==> config.mk <==
export PLATFORM = sky130hd
export DESIGN_NAME = lru_key_value_cache
export DESIGN_NICKNAME = d
export VERILOG_FILES = /design/src/rtl/lkvc_pkg.sv /design/src/rtl/lru_key_value_cache.sv
export SDC_FILE = /design/constraint.sdc
export NUM_CORES = 2
export LEC_CHECK = 0
export BUFFER_PORTS_ARGS = -buffer_cell sky130_fd_sc_hd__buf_2
export CAP_MARGIN = 10
export CORE_ASPECT_RATIO = 0.9
export CORE_MARGIN = 5
export CORE_UTILIZATION = 57
export DETAILED_ROUTE_END_ITERATION = 7
export GPL_TIMING_DRIVEN = 0
export HOLD_SLACK_MARGIN = 0.03
export PLACE_DENSITY = 0.79
export SLEW_MARGIN = 20
export SYNTH_ARGS = -nofsm -noshare
export SYNTH_HDL_FRONTEND = slang
export SYNTH_SLANG_ARGS = --single-unit
export TNS_END_PERCENT = 50
==> constraint.sdc <==
create_clock -name i_clk -period 11.6 [get_ports i_clk]
set_clock_uncertainty 0.2 [all_clocks]
set_input_delay 0.58 -clock i_clk [delete_from_list [all_inputs] [get_ports i_clk]]
set_output_delay 0.58 -clock i_clk [all_outputs]
set_load 0.05 [all_outputs]
==> src/rtl/lkvc_pkg.sv <==
// Package for the LRU key/value cache: sizes, widths and operation codes.
// No dependencies; used by the top level and its checker.
package lkvc_pkg;

    localparam int NUM_ENTRIES = 16;
    localparam int IDX_W       = $clog2(NUM_ENTRIES);
    localparam int CNT_W       = $clog2(NUM_ENTRIES + 1);
    localparam int DATA_W      = 32;
    localparam int CAP_W       = 5;
    localparam int CAP_RESET   = 16;

    localparam logic [DATA_W-1:0] MISS_VALUE = '1;
    localparam logic [DATA_W-1:0] PUT_VALUE  = '0;

    typedef enum logic {
        OP_GET = 1'b0,
        OP_PUT = 1'b1
    } t_op;

endpackage

==> src/rtl/lru_key_value_cache.sv <==
// Fully associative key/value cache with least-recently-used replacement.
// Depends on lkvc_pkg.
//
//  channel   dir  handshake                   payload
//  s_axis    in   s_axis_tvalid/s_axis_tready tuser: operation; tdata: key, write_value
//  m_axis    out  m_axis_tvalid/m_axis_tready tuser: hit; tdata: read_value
//  cfg       in   i_cfg_we                    i_cfg_wdata: active_capacity
//
// One item per cycle while the output does not stall: an item sits in the input
// register while the parallel key compare across all 16 entries runs, and the
// rank update is applied as the result lands in the output register.
// Reset (synchronous, active low) empties the store at once and sets the
// capacity to 16. A stalled output holds the input register; the input side takes
// a transfer while that register is empty or the output is free or draining.
module lru_key_value_cache
    import lkvc_pkg::*;
(
    input  logic                i_clk,
    input  logic                i_rst_n,
    input  logic                i_cfg_we,
    input  logic [CAP_W-1:0]    i_cfg_wdata,
    input  logic                s_axis_tvalid,
    output logic                s_axis_tready,
    input  logic [2*DATA_W-1:0] s_axis_tdata,   // [31:0] key, [63:32] write_value
    input  logic                s_axis_tuser,   // [0] operation
    output logic                m_axis_tvalid,
    input  logic                m_axis_tready,
    output logic [DATA_W-1:0]   m_axis_tdata,   // [31:0] read_value
    output logic                m_axis_tuser    // [0] hit
);

    logic [CAP_W-1:0]  r_cap;
    logic [CNT_W-1:0]  r_count;
    logic [NUM_ENTRIES-1:0] r_valid;
    logic [DATA_W-1:0] r_key  [NUM_ENTRIES];
    logic [DATA_W-1:0] r_val  [NUM_ENTRIES];
    logic [IDX_W-1:0]  r_rank [NUM_ENTRIES];

    logic              r_in_valid;
    t_op               r_in_op;
    logic [DATA_W-1:0] r_in_key;
    logic [DATA_W-1:0] r_in_wval;

    logic              r_out_valid;
    logic              r_out_hit;
    logic [DATA_W-1:0] r_out_data;

    logic              n_out_hit;
    logic [DATA_W-1:0] n_out_data;

    logic              step;
    logic [CNT_W-1:0]  eff_cap;
    logic              cap_zero;
    logic              is_put;
    logic              full;
    logic              hit_found;
    logic [IDX_W-1:0]  hit_slot;
    logic [IDX_W-1:0]  free_slot;
    logic [IDX_W-1:0]  victim_slot;
    logic [IDX_W-1:0]  victim_rank;
    logic [IDX_W-1:0]  slot;
    logic [IDX_W-1:0]  limit;
    logic              age_all;
    logic              upd;
    logic              write_kv;
    logic              fill;

    assign step          = r_in_valid && (!r_out_valid || m_axis_tready);
    assign s_axis_tready = !r_in_valid || step;

    assign eff_cap  = (r_cap > CAP_W'(NUM_ENTRIES)) ? CNT_W'(NUM_ENTRIES)
                                                    : CNT_W'(r_cap);
    assign cap_zero = (eff_cap == '0);
    assign is_put   = (r_in_op == OP_PUT);
    assign full     = (r_count >= eff_cap);
    assign victim_rank = IDX_W'(r_count - CNT_W'(1));

    // Lowest-index match, free entry and victim; loops run high to low.
    always_comb begin
        hit_found   = 1'b0;
        hit_slot    = '0;
        free_slot   = '0;
        victim_slot = '0;
        for (int i = NUM_ENTRIES - 1; i >= 0; i--) begin
            if (r_valid[i] && r_key[i] == r_in_key) begin
                hit_found = 1'b1;
                hit_slot  = IDX_W'(i);
            end
            if (!r_valid[i]) begin
                free_slot = IDX_W'(i);
            end
            if (r_valid[i] && r_rank[i] == victim_rank) begin
                victim_slot = IDX_W'(i);
            end
        end
    end

    always_comb begin
        upd      = step && !cap_zero && (hit_found || is_put);
        write_kv = step && !cap_zero && is_put;
        fill     = write_kv && !hit_found && !full;
        age_all  = fill;
        if (hit_found) begin
            slot  = hit_slot;
            limit = r_rank[hit_slot];
        end else if (full) begin
            slot  = victim_slot;
            limit = victim_rank;
        end else begin
            slot  = free_slot;
            limit = '0;
        end
    end

    always_comb begin
        n_out_hit = !cap_zero && hit_found;
        if (is_put) begin
            n_out_data = PUT_VALUE;
        end else if (n_out_hit) begin
            n_out_data = r_val[hit_slot];
        end else begin
            n_out_data = MISS_VALUE;
        end
    end

    // Capacity register.
    always_ff @(posedge i_clk) begin
        if (!i_rst_n) begin
            r_cap <= CAP_W'(CAP_RESET);
        end else if (i_cfg_we) begin
            r_cap <= i_cfg_wdata;
        end
    end

    // Input register: load on a transfer, drop once processed.
    always_ff @(posedge i_clk) begin
        if (!i_rst_n) begin
            r_in_valid <= 1'b0;
        end else if (s_axis_tready) begin
            r_in_valid <= s_axis_tvalid;
        end
    end

    always_ff @(posedge i_clk) begin
        if (s_axis_tvalid && s_axis_tready) begin
            r_in_op   <= t_op'(s_axis_tuser);
            r_in_key  <= s_axis_tdata[DATA_W-1:0];
            r_in_wval <= s_axis_tdata[2*DATA_W-1:DATA_W];
        end
    end

    // Output register.
    always_ff @(posedge i_clk) begin
        if (!i_rst_n) begin
            r_out_valid <= 1'b0;
        end else if (step) begin
            r_out_valid <= 1'b1;
        end else if (m_axis_tready) begin
            r_out_valid <= 1'b0;
        end
    end

    always_ff @(posedge i_clk) begin
        if (step) begin
            r_out_hit  <= n_out_hit;
            r_out_data <= n_out_data;
        end
    end

    // Entry state: valid bits, ranks and fill count.
    always_ff @(posedge i_clk) begin
        if (!i_rst_n) begin
            r_valid <= '0;
            r_count <= '0;
            for (int i = 0; i < NUM_ENTRIES; i++) begin
                r_rank[i] <= '0;
            end
        end else begin
            if (fill) begin
                r_valid[slot] <= 1'b1;
                r_count       <= r_count + CNT_W'(1);
            end
            if (upd) begin
                for (int i = 0; i < NUM_ENTRIES; i++) begin
                    if (IDX_W'(i) == slot) begin
                        r_rank[i] <= '0;
                    end else if (r_valid[i] && (age_all || r_rank[i] < limit)) begin
                        r_rank[i] <= r_rank[i] + IDX_W'(1);
                    end
                end
            end
        end
    end

    always_ff @(posedge i_clk) begin
        if (write_kv) begin
            r_key[slot] <= r_in_key;
            r_val[slot] <= r_in_wval;
        end
    end

    assign m_axis_tvalid = r_out_valid;
    assign m_axis_tuser  = r_out_hit;
    assign m_axis_tdata  = r_out_data;

endmodule

# [Word-level counts from Yosys, hierarchy flattened]
# Memories as Yosys holds them, arrays and structs flattened.
# Cells that the tools add are included.
# Widths: inputs -> output; s select.
[op_classes] muxes=253 reduce_logical=84 magnitude_cmp=20 addsub=18 eq_ne=47 bitwise_logic=33
[op_table] op="$eq 32x32->1" count=16
[op_table] op="$mux 4" count=84
[op_table] op="$mux 1" count=166
[op_table] op="$add 4x1->4 const B" count=16
[op_table] op="$eq 4x4->1" count=16
[op_table] op="$lt 4x4->1" count=16
[op_table] op="$logic_and 1x1->1" count=57
[op_table] op="$eq 4x4->1 const A" count=8
[op_table] op="$mux 32" count=1
[op_table] op="$or 1x1->1" count=32
[op_table] op="$logic_or 1x1->1" count=19
[op_table] op="$eq 3x4->1 const A" count=4
[op_table] op="$or 16x16->16" count=1
[op_table] op="$eq 2x4->1 const A" count=2
[op_table] op="$add 5x1->5 const B" count=1
[op_table] op="$ge 5x5->1" count=1
[op_table] op="$gt 5x5->1 const B" count=1
[op_table] op="$logic_not 1->1" count=5
[op_table] op="$logic_not 5->1" count=1
[op_table] op="$lt 4x5->1 const B" count=1
[op_table] op="$mux 5" count=1
[op_table] op="$demux 1 s4" count=1
[op_table] op="$eq 1x4->1 const A" count=1
[op_table] op="$ge 4x1->1 const B" count=1
[op_table] op="3 further kinds" count=3
[totals] memories=3 register_bits=126 ram_bits=1088 elab_cells=468 output_inout_bits=35
[memory_table] memory="r_key" depth=16 word_bits=32 rd=16 rd_clocked_by_memory_dff=0 wr=1 line_no="lru_key_value_cache.sv:35" source="logic [DATA_W-1:0] r_key [NUM_ENTRIES];"
[memory_table] memory="r_val" depth=16 word_bits=32 rd=1 rd_clocked_by_memory_dff=0 wr=1 line_no="lru_key_value_cache.sv:36" source="logic [DATA_W-1:0] r_val [NUM_ENTRIES];"
[memory_table] memory="r_rank" depth=16 word_bits=4 rd=17 rd_clocked_by_memory_dff=0 wr=16 line_no="lru_key_value_cache.sv:37" source="logic [IDX_W-1:0] r_rank [NUM_ENTRIES];"

# [Depth between registers and ports, before layout]
[depth] depth_word=29 depth_mapped=24 mapped_depth_nobuf=18

# [Worst setup path before layout]
# No wires, ideal clock.
[synth_path] kind="flip-flop to flip-flop" start="reg r_count[0]" end="mem r_key[7][0] (enable)" path_buffers=3 slack_ns=2.549 stages_incl_launch_ff=15 arrival_ns=8.287 cell_sequence="dfxtp_1 clkbuf_1 buf_1 inv_1 ha_1 xor2_1 clkbuf_1 xor2_1 nor3_1 a21oi_1 o311ai_0 a221oi_1 o21ai_0 o21ai_0 nor3_1"
[synth_via] elab_chain_cells=21 word_cells_on_any_way=52
[synth_lines] item="start, declared" line_no="lru_key_value_cache.sv:33" source="logic [CNT_W-1:0] r_count;"
[synth_lines] item="start signal, assigned" line_no="lru_key_value_cache.sv:181" source="r_count <= r_count + CNT_W'(1);"
[synth_lines] item="$sub 4x1->4 *" line_no="lru_key_value_cache.sv:76" source="assign victim_rank = IDX_W'(r_count - CNT_W'(1));"
[synth_lines] item="via victim_rank[0]" line_no="lru_key_value_cache.sv:60" source="logic [IDX_W-1:0] victim_rank;"
[synth_lines] item="$eq 4x4->1" line_no="lru_key_value_cache.sv:92" source="if (r_valid[i] && r_rank[i] == victim_rank) begin"
[synth_lines] item="$logic_and 1x1->1" line_no="lru_key_value_cache.sv:92"
[synth_lines] item="$mux 4 (15 in series)" line_no="lru_key_value_cache.sv:92"
[synth_lines] item="$mux 4 *" line_no="lru_key_value_cache.sv:92"
[synth_lines] item="$mux 4 *" line_no="lru_key_value_cache.sv:106" source="end else if (full) begin"
[synth_lines] item="$mux 4 *" line_no="lru_key_value_cache.sv:103" source="if (hit_found) begin"
[synth_lines] item="end, declared" line_no="lru_key_value_cache.sv:35"
# The timed path passes the listed nets; every way through them passes the cells marked *.

==> summary.txt <==
Status: complete, but fails checks
Violated checks: DRC
Min Tclk post-route: 10610 ps
HP Class: in -> reg
H-tree depth: 3
#FFs+latches synth: 1214
Ports: 110
Final Cycle Share: 91.5%
Slowest cell on crit path: edfxtp_1
Die width: 335 um
Final #Nets: 4583
Yosys top cell area share: 65.7%
Cell area power density: 147 mW/mm^2
Row cnt: 107
Worst path buffer plus inverter count: 8
Post-Synth XOR/XNOR Area: 10.0%
Post-synth ARST share: 0%
Mapped Area: 0.0542 sq mm
Critical path type: reg -> reg
Initial Utilization: 57.4%
Syn nets: 4210
DRT iter0 DRCs: 7170
Filler cell count: 6530
Worst Reg2Reg Path Length in Cells: 24
Post-synthesis adder-cell area fraction: 0.955%
Clk_lat worst skew: 760 ps
Number of synthesized flops with an enable pin: 1186
Final wirelength: 176 mm
PortBufs: 108
Reg2reg end: r_rank[2][3]$_SDFFCE_PN0P_
Cell count after synthesis: 4096
Vias in the first global route: 36600
Grt ovf: 0
FF-to-FF Start: r_in_key[20]$_DFFE_PP_
Core area: 0.0945 sq mm
Synth Area in Simple Gates: 14.1%
Synth cell types: 93
Clk pin slew, worst setup/hold paths: 60 ps
CP max stage delay: 1130 ps
Relative slew slack: 13.5%
Fin. Hold Viols: 0
Worst vdd ir: 166 uV
Largest family of logic cells by synthesized area: simple AND/OR/NAND/NOR gates
Die H: 303 um
Drt wl/cell: 30.2 um
Setup_tns: 0 ps
Detailed-route via count: 38900
Worst EP arrival: 10740 ps
Final worst slack: 990 ps
FF-to-FF setup slack: 990 ps
TritonRoute pass-1 iters: 8
Worst Setup Start Kind: flop
MaxCap Viol Count: 0
RSZ-0062 raised after global routing: false
Initial antenna violation count: 5
Most frequent cells in the layout: 1186 x edfxtp_1, 624 x nand2_1, 466 x xor2_1, 256 x nand3_1, 187 x nor4_1
Layout cells sized above 1: 11.6%
Commonest non-fill, non-tap cell in the layout: edfxtp_1
Complex-gate fraction of the synthesized area: 5.60%
DRC: 1
First-pass GRT wire length: 250 mm
Critical path depth in cells: 24
Maximum clock insertion buffer count: 3
Multiplexer area fraction after synthesis: 0.305%
# Post-CTS Setup Buffers: 0
Max Slew Vio Count: 0
CP Capture Point: r_rank[2][3]$_SDFFCE_PN0P_
GPL Wtd Cong: 0.976
P&R area growth vs syn: 15.2%
Syn Area/Cell: 13.2 sq um
Leakage: 21.0 nW
FMAX: 94.2 MHz
Slew @ Worst Pin: 1300 ps
Via/cell ratio: 6.67
Clock Sinks: 1214
Crit Path Max Fanout: 17
Ys flop type: edfxtp_1
Largest net degree at the start of global routing: 37
Dpl ws: 1500 ps
CTS tree: built
Post-synthesis sequential area ratio: 66.7%
Total Routing Usage GR: 34.0%
CP endpoint kind: flop
Synth top area cells: edfxtp_1 66%, xor2_1 7.5%, nand2_1 4.3%, nand3_1 2.4%, xnor2_1 2.3%
CP cell instances: buf_2 -> buf_2 -> xor2_1 -> nor4_1 -> nand2_1 -> nor4_2 -> o21bai_1 -> and2_4 -> o31a_1 -> buf_2 -> clkbuf_1 -> clkbuf_1 -> clkbuf_1 -> mux2i_1 -> a211oi_1 -> a2111oi_2 -> buf_4 -> buf_4 -> ha_1 -> or2_2 -> o221ai_1 -> o2bb2ai_1 -> nand2_1 -> a32oi_1
Worst Setup SP: r_in_key[20]$_DFFE_PP_
# setup viols final: 0
Dpl hpwl: 119 mm
Die area: 0.101 sq mm
Yosys Warn Count: 0
Num CTS Buffers: 113
Post-synth top area cell: edfxtp_1
Clock root buffer: clkbuf_16
Crit-path leading delay family: buffers and inverters
Post-route ant nets: 0
Worst Path Required: 11730 ps
flip-flops by register name, indices dropped and copies added, names as in the netlist:
| signal | cells |
|---|---|
| r_in_key | 32 |
| r_cap | 5 |
| r_in_wval | 32 |
| r_rank | 64 |
| r_key | 512 |
| r_in_valid | 1 |
| m_axis_tuser | 1 |
| m_axis_tdata | 32 |
| is_put | 1 |
| m_axis_tvalid | 1 |
| r_valid | 16 |
| r_count | 5 |
| r_val | 512 |
worst min-delay path by stage:
stage                            start                    endpoint  depth (start not counted)
2_1_floorplan    r_cap[0]$_SDFFE_PN0P_       r_cap[0]$_SDFFE_PN0P_                          2
3_3_place_gp   r_in_valid$_SDFFE_PN0N_  m_axis_tvalid$_SDFFE_PN0P_                          2
3_5_place_dp   r_count[4]$_SDFFE_PN0P_     r_count[4]$_SDFFE_PN0P_                          2
4_1_cts                       i_cfg_we       r_cap[4]$_SDFFE_PN1P_                          2
5_1_grt                       i_cfg_we       r_cap[4]$_SDFFE_PN1P_                          2
6_report                      i_cfg_we       r_cap[4]$_SDFFE_PN1P_                          2
cell type report:
class	count	area [sq um]	share of cell area, %
flip-flops and latches	1214	36200	57.9
multi-input cells	2611	16900	27.1
clock buffers	140	2950	4.72
repair buffers	258	2860	4.58
well taps	1253	1570	2.51
plain buffers	237	1150	1.84
clock inverters	72	699	1.12
inverters	34	128	0.204
diodes	2	5.00	0.00801
power breakdown:
part | switching [W] | internal, W | total, W
logic | 0.000355 | 0.000186 | 0.000540
registers | 0.000103 | 0.00486 | 0.00496
clock network | 0.00167 | 0.00202 | 0.00369
per-stage QoR:
step / hold slack (ps) / power (W) / utilization [%] / cell area, sq um / instances
2_1_floorplan: 275 / 0.00531 / - / 54200 / 4096
3_3_place_gp: 299 / 0.00552 / 59.6 / 56300 / 5457
3_5_place_dp: 305 / 0.00555 / 61.3 / 58000 / 5529
4_1_cts: 75.7 / 0.00917 / 65.9 / 62300 / 5813
5_1_grt: 119 / 0.00941 / 66.1 / 62500 / 5819
6_report: 110 / 0.00919 / 66.1 / 62500 / 5821
synthesized netlist by cell type (all sizes together) (11+ instances only):
| cell | instances |
|---|---|
| nor4 | 192 |
| xor2 | 466 |
| or3 | 14 |
| nor3b | 12 |
| clkbuf | 141 |
| o221ai | 12 |
| edfxtp | 1186 |
| xnor2 | 143 |
| a21oi | 71 |
| and3 | 77 |
| buf | 96 |
| nor3 | 88 |
| nand2b | 16 |
| nor2 | 97 |
| nor4b | 11 |
| a311o | 33 |
| a211oi | 14 |
| mux2i | 15 |
| dfxtp | 28 |
| nand2 | 625 |
| ha | 39 |
| nand4b | 18 |
| o21ai | 46 |
| nand3 | 257 |
| inv | 34 |
| nand4 | 66 |
| or2 | 18 |
| a31oi | 15 |
| o211ai | 12 |
| a31o | 33 |
| a311oi | 66 |
| or4 | 16 |
layer usage:
layer	global-route usage (%)	part of all wire, %
met1	48.6	37
met2	49.2	42
met3	10.0	16
met4	15.0	5.0
met5	0	0.011
kinds of logic (layout without fill, tap and decap cells):
kind of cell,Yosys count,in the layout
AOI/OAI and AO/OA,397,397
xor gates and xnor gates,614,614
adders and majority gates,42,42
buffers and inverters,271,741
DFF,1214,1214
muxes,16,16
other,0,2
and+or+nand+nor,1542,1542
what timing repair did:
item / CTS / global route
resized for setup: 0 / 0
hold buffers: 72 / 0
hold endpoints to repair: 72 / 0
No activity file was read; power rests on OpenSTA's default activity.
